<file path="src/sv/brf_pkg.sv">
package brf_pkg;

	localparam int COUNT_WIDTH_DEF = 32;
	localparam int QUEUE_DEPTH_DEF = 2;
	localparam int CFG_IDX_W = 3;
	localparam int CFG_DATA_W = 63;
	localparam int NUM_IMAGES = 7;

	typedef enum logic [CFG_IDX_W-1:0] {
		REG_CENTER_X = 3'd0,
		REG_CENTER_Y = 3'd1,
		REG_CENTER_Z = 3'd2,
		REG_BOX_X    = 3'd3,
		REG_BOX_Y    = 3'd4,
		REG_BOX_Z    = 3'd5,
		REG_CUTOFF   = 3'd6,
		REG_MAXF     = 3'd7
	} reg_idx_t;

	// shift code per image and axis: 0 none, 1 plus box, 2 minus box
	typedef enum logic [1:0] {
		SH_NONE  = 2'd0,
		SH_PLUS  = 2'd1,
		SH_MINUS = 2'd2
	} shift_t;

	typedef struct packed {
		logic signed [31:0] center_x;
		logic signed [31:0] center_y;
		logic signed [31:0] center_z;
		logic [30:0] box_x;
		logic [30:0] box_y;
		logic [30:0] box_z;
		logic [62:0] cutoff_sq;
		logic [30:0] max_force;
	} cfg_t;

	typedef struct packed {
		logic in_cut;
		logic clr;
		logic signed [32:0] dx;
		logic signed [32:0] dy;
		logic signed [32:0] dz;
		logic [62:0] d2;
	} entry_t;

	function automatic shift_t img_shift(input logic [2:0] img, input logic [1:0] axis);
		shift_t s;
		s = SH_NONE;
		case (img)
			3'd1: if (axis == 2'd0) s = SH_PLUS;
			3'd2: if (axis == 2'd1) s = SH_PLUS;
			3'd3: if (axis == 2'd2) s = SH_PLUS;
			3'd4: if (axis == 2'd0) s = SH_MINUS;
			3'd5: if (axis == 2'd1) s = SH_MINUS;
			3'd6: if (axis == 2'd2) s = SH_MINUS;
			default: s = SH_NONE;
		endcase
		return s;
	endfunction

endpackage

</file>
<file path="src/sv/brf_queue.sv">
module brf_queue import brf_pkg::*; #(
	parameter int DEPTH = QUEUE_DEPTH_DEF
) (
	input  logic clk,
	input  logic arst_n,
	input  logic push,
	input  entry_t push_data,
	output logic full,
	input  logic pop,
	output entry_t pop_data,
	output logic not_empty
);

	localparam int AW = (DEPTH > 1) ? $clog2(DEPTH) : 1;

	entry_t mem_q [DEPTH];
	logic [AW-1:0] wr_q, rd_q;
	logic [AW:0] cnt_q;

	assign full = (cnt_q == (AW+1)'(DEPTH));
	assign not_empty = (cnt_q != '0);
	assign pop_data = mem_q[rd_q];

	always_ff @(posedge clk) begin
		if (push) mem_q[wr_q] <= push_data;
	end

	always_ff @(posedge clk or negedge arst_n) begin
		if (!arst_n) begin
			wr_q <= '0;
			rd_q <= '0;
			cnt_q <= '0;
		end else begin
			if (push) wr_q <= (wr_q == AW'(DEPTH - 1)) ? '0 : wr_q + 1'b1;
			if (pop) rd_q <= (rd_q == AW'(DEPTH - 1)) ? '0 : rd_q + 1'b1;
			cnt_q <= cnt_q + (AW+1)'(push) - (AW+1)'(pop);
		end
	end

	a_no_overflow: assert property (@(posedge clk) disable iff (!arst_n) !(push && full))
		else $error("queue write while full");
	a_no_underflow: assert property (@(posedge clk) disable iff (!arst_n) pop |-> not_empty)
		else $error("queue read while empty");
	a_cnt_range: assert property (@(posedge clk) disable iff (!arst_n)
		cnt_q <= (AW+1)'(DEPTH))
		else $error("queue count out of range");

endmodule

</file>
<file path="config.mk">
export PLATFORM = sky130hd
export DESIGN_NAME = brf_queue
export DESIGN_NICKNAME = d
export VERILOG_FILES = /design/src/sv/brf_pkg.sv /design/src/sv/brf_queue.sv
export SDC_FILE = /design/constraint.sdc
export NUM_CORES = 1
export LEC_CHECK = 0
export ABC_AREA = 1
export BUFFER_PORTS_ARGS = -buffer_cell sky130_fd_sc_hd__buf_2
export CAP_MARGIN = 20
export CORE_MARGIN = 5
export CORE_UTILIZATION = 53
export CTS_BUF_LIST = sky130_fd_sc_hd__clkbuf_16
export DETAILED_ROUTE_END_ITERATION = 10
export HOLD_SLACK_MARGIN = 0.03
export PLACE_DENSITY_LB_ADDON = 0.12
export SYNTH_ARGS = -nofsm -noshare
export SYNTH_HDL_FRONTEND = slang
export SYNTH_SLANG_ARGS = --single-unit
export TNS_END_PERCENT = 10
</file>
<file path="constraint.sdc">
create_clock -name clk -period 9.61 [get_ports clk]
set_input_delay 0.4805 -clock clk [delete_from_list [all_inputs] [get_ports clk]]
set_output_delay 0.4805 -clock clk [all_outputs]
set_load 0.05 [all_outputs]
</file>
==> impl_metrics.env <==
export IMPL_fin_skew_ns=0.00758
export IMPL_period_needed_ns=4.30
export IMPL_grt_setup_unrepaired="false"
export IMPL_grt_pass1_vias=7323
export IMPL_overflow=0
export IMPL_cp_end_kind="output port"
export IMPL_worstSetupPathType="reg2out"
export IMPL_crit_path_max_fanout=87
export IMPL_grt_pass1_wl_um=39200
export IMPL_path_cells="buf_4 > buf_4 > nand2_1 > o21ai_2 > buf_2"
export IMPL_fmax_ghz=0.233
export IMPL_drt_vias_per_instance=4.74
export IMPL_syn_area_um2=12900
export IMPL_track_usage_pct=18.0
export IMPL_vias=7461
export IMPL_mostFrequentLayoutCells="333 x buf_2, 328 x edfxtp_1, 175 x inv_1"
export IMPL_finalWirelength_um=25500
export IMPL_dieArea_um2=27600
export IMPL_drv_slew=0
export IMPL_final_common_cell="buf_2"
export IMPL_finalNetCount=1393
export IMPL_ir_drop_uv=208
export IMPL_synth_nets=1052
export IMPL_row_count=57
export IMPL_initial_core_util_pct=53.4
export IMPL_p_leak_nw=6.74
export IMPL_drive_above_1_share_pct=40.6
export IMPL_cts_buffer_depth=3
export IMPL_slowest_delay_ns=0.96
export IMPL_worst_slew_pin_slew_ns=1.05
export IMPL_outcome="finished clean"
export IMPL_avgSynthCellArea_um2=14.6
export IMPL_clk_pin_slew_ns=0.06
export IMPL_slowest_stage="dfrtp_4"
export IMPL_cap_viol_max_count=0
export IMPL_drcViolationCount=0
export IMPL_antenna_found_initial=10
export IMPL_ys_ff_latch=332
export IMPL_hold_viol_final=0
export IMPL_hold_path_class="in2reg"
export IMPL_die_width_um=166
export IMPL_core_um2=24200
export IMPL_cp_required_ns=9.13
export IMPL_crit_family="buffers and inverters"
export IMPL_cp_common_cell="buf_4"
export IMPL_yosysSeqAreaShare_pct=77.1
export IMPL_drt_pass1_iterations=4
export IMPL_hpwl_um=17300
export IMPL_cts_resized=0
export IMPL_synth_distinct_cells=15
export IMPL_htree_num_levels=2
export IMPL_clock_sinks=332
export IMPL_postSynthCellCount=882
export IMPL_cp_data_arrival_time_ns=3.82
export IMPL_post_cts_buffers=0
export IMPL_tritoncts="built"
export IMPL_startpoint_type="flip-flop"
export IMPL_post_route_period_util_pct=44.7
export IMPL_power_density_nw_per_um2=366
export IMPL_cts_made_buffers=34
export IMPL_slew_headroom_pct=30.3
export IMPL_gp_congestion=0.790
export IMPL_io_pin_count=334
export IMPL_whs_ns=0.166
export IMPL_wl_per_cell_um=16.2
export IMPL_drtAntennaViolNets=0
export IMPL_fin_cells=1575
export IMPL_initialDrtViolationCount=437
export IMPL_place_inst=1508
export IMPL_syn_to_final_growth_pct=22.2
export IMPL_place_port_buffers=333
export IMPL_clk_latency_ns=0.50
export IMPL_finalSetupTns_ns=0
export IMPL_critPathBufInv=3
export IMPL_die_h_um=166
export IMPL_setup_violations=0
export IMPL_root_buffer="clkbuf_16"
export IMPL_synth_warnings=0
export IMPL_grt_max_degree=100
==> sequential cells by signal, indices dropped and copies added, names as in the netlist <==
signal  cells
cnt_q       2
mem_q     328
rd_q        1
wr_q        1
==> cell families after synthesis <==
kind of cell	after synthesis	share of synthesized area (%)
XOR/XNOR	2	0.136
AND/OR/NAND/NOR	174	5.07
flip-flops	332	77.1
buffers and inverters	208	7.82
adder cells (fa/ha/maj)	2	0.194
AO/OA/AOI/OAI	164	9.70
==> final cells by class <==
| class | count | area (um^2) |
|---|---|---|
| diodes | 8 | 20.0 |
| inverters | 171 | 647 |
| repair buffers | 342 | 1780 |
| clock buffers | 37 | 926 |
| clock inverters | 19 | 85.1 |
| fillers | 1835 | 8410 |
| multi-input cells | 342 | 1960 |
| flip-flops and latches | 332 | 9950 |
| well taps | 324 | 405 |
==> power breakdown <==
group / internal [mW] / leakage, nW / switching, mW / total [mW]
Clock: 0.688 / 0.522 / 0.501 / 1.19
Sequential: 1.92 / 3.12 / 0.111 / 2.03
Combinational: 0.518 / 3.10 / 2.03 / 2.54
Total: 3.13 / 6.74 / 2.64 / 5.77
==> routing by layer <==
metal	global-route usage (%)	up-vias	share of wire, %
li1	-	3715	-
met1	21.9	3403	39
met2	29.4	273	48
met3	6.81	62	9.2
met4	6.67	8	3.4
met5	0	-	0.18
==> cells in the mapped netlist, drive strengths merged <==
library cell / n / area share [%]
edfxtp: 328 / 76
inv: 171 / 5.0
nand2: 171 / 5.0
o21ai: 164 / 9.7
buf: 36 / 2.8
dfrtp: 4 / 0.78
ha: 2 / 0.19
nor2: 2 / 0.058
xor2: 2 / 0.14
clkbuf: 1 / 0.029
nand3: 1 / 0.039
==> per-stage QoR <==
stage / total power [mW] / util [%] / area, um^2 / setup slack [ns]
after floorplan: 4.21 / - / 12900 / 1.54
after global placement: 4.59 / 60.7 / 14700 / 5.90
after detailed placement: 4.62 / 60.7 / 14700 / 5.80
after CTS: 5.82 / 64.9 / 15700 / 5.25
after global routing: 6.05 / 65.2 / 15800 / 4.99
final: 5.77 / 65.2 / 15800 / 5.31
==> path summary, 6_finish.rpt <==
kind                       slack, ns  cells after the start          start       endpoint
max                             5.31                      5           rd_q   pop_data[92]
min                             0.17                      1  push_data[28]   mem_q[1][28]
max reg2reg                     7.08                      3           wr_q  mem_q[1][139]
min reg2reg                     0.55                      1           wr_q           wr_q
max in group asynchronous       9.17                      2         arst_n           rd_q
min in group asynchronous       0.31                      2         arst_n       cnt_q[0]
==> what timing repair did <==
| action | in CTS | in global routing |
|---|---|---|
| hold buffers | 1 | 0 |
| endpoints found under the setup margin | 0 | 0 |
| hold endpoints to repair | 4 | 0 |
(Power assumes the default switching activity.)
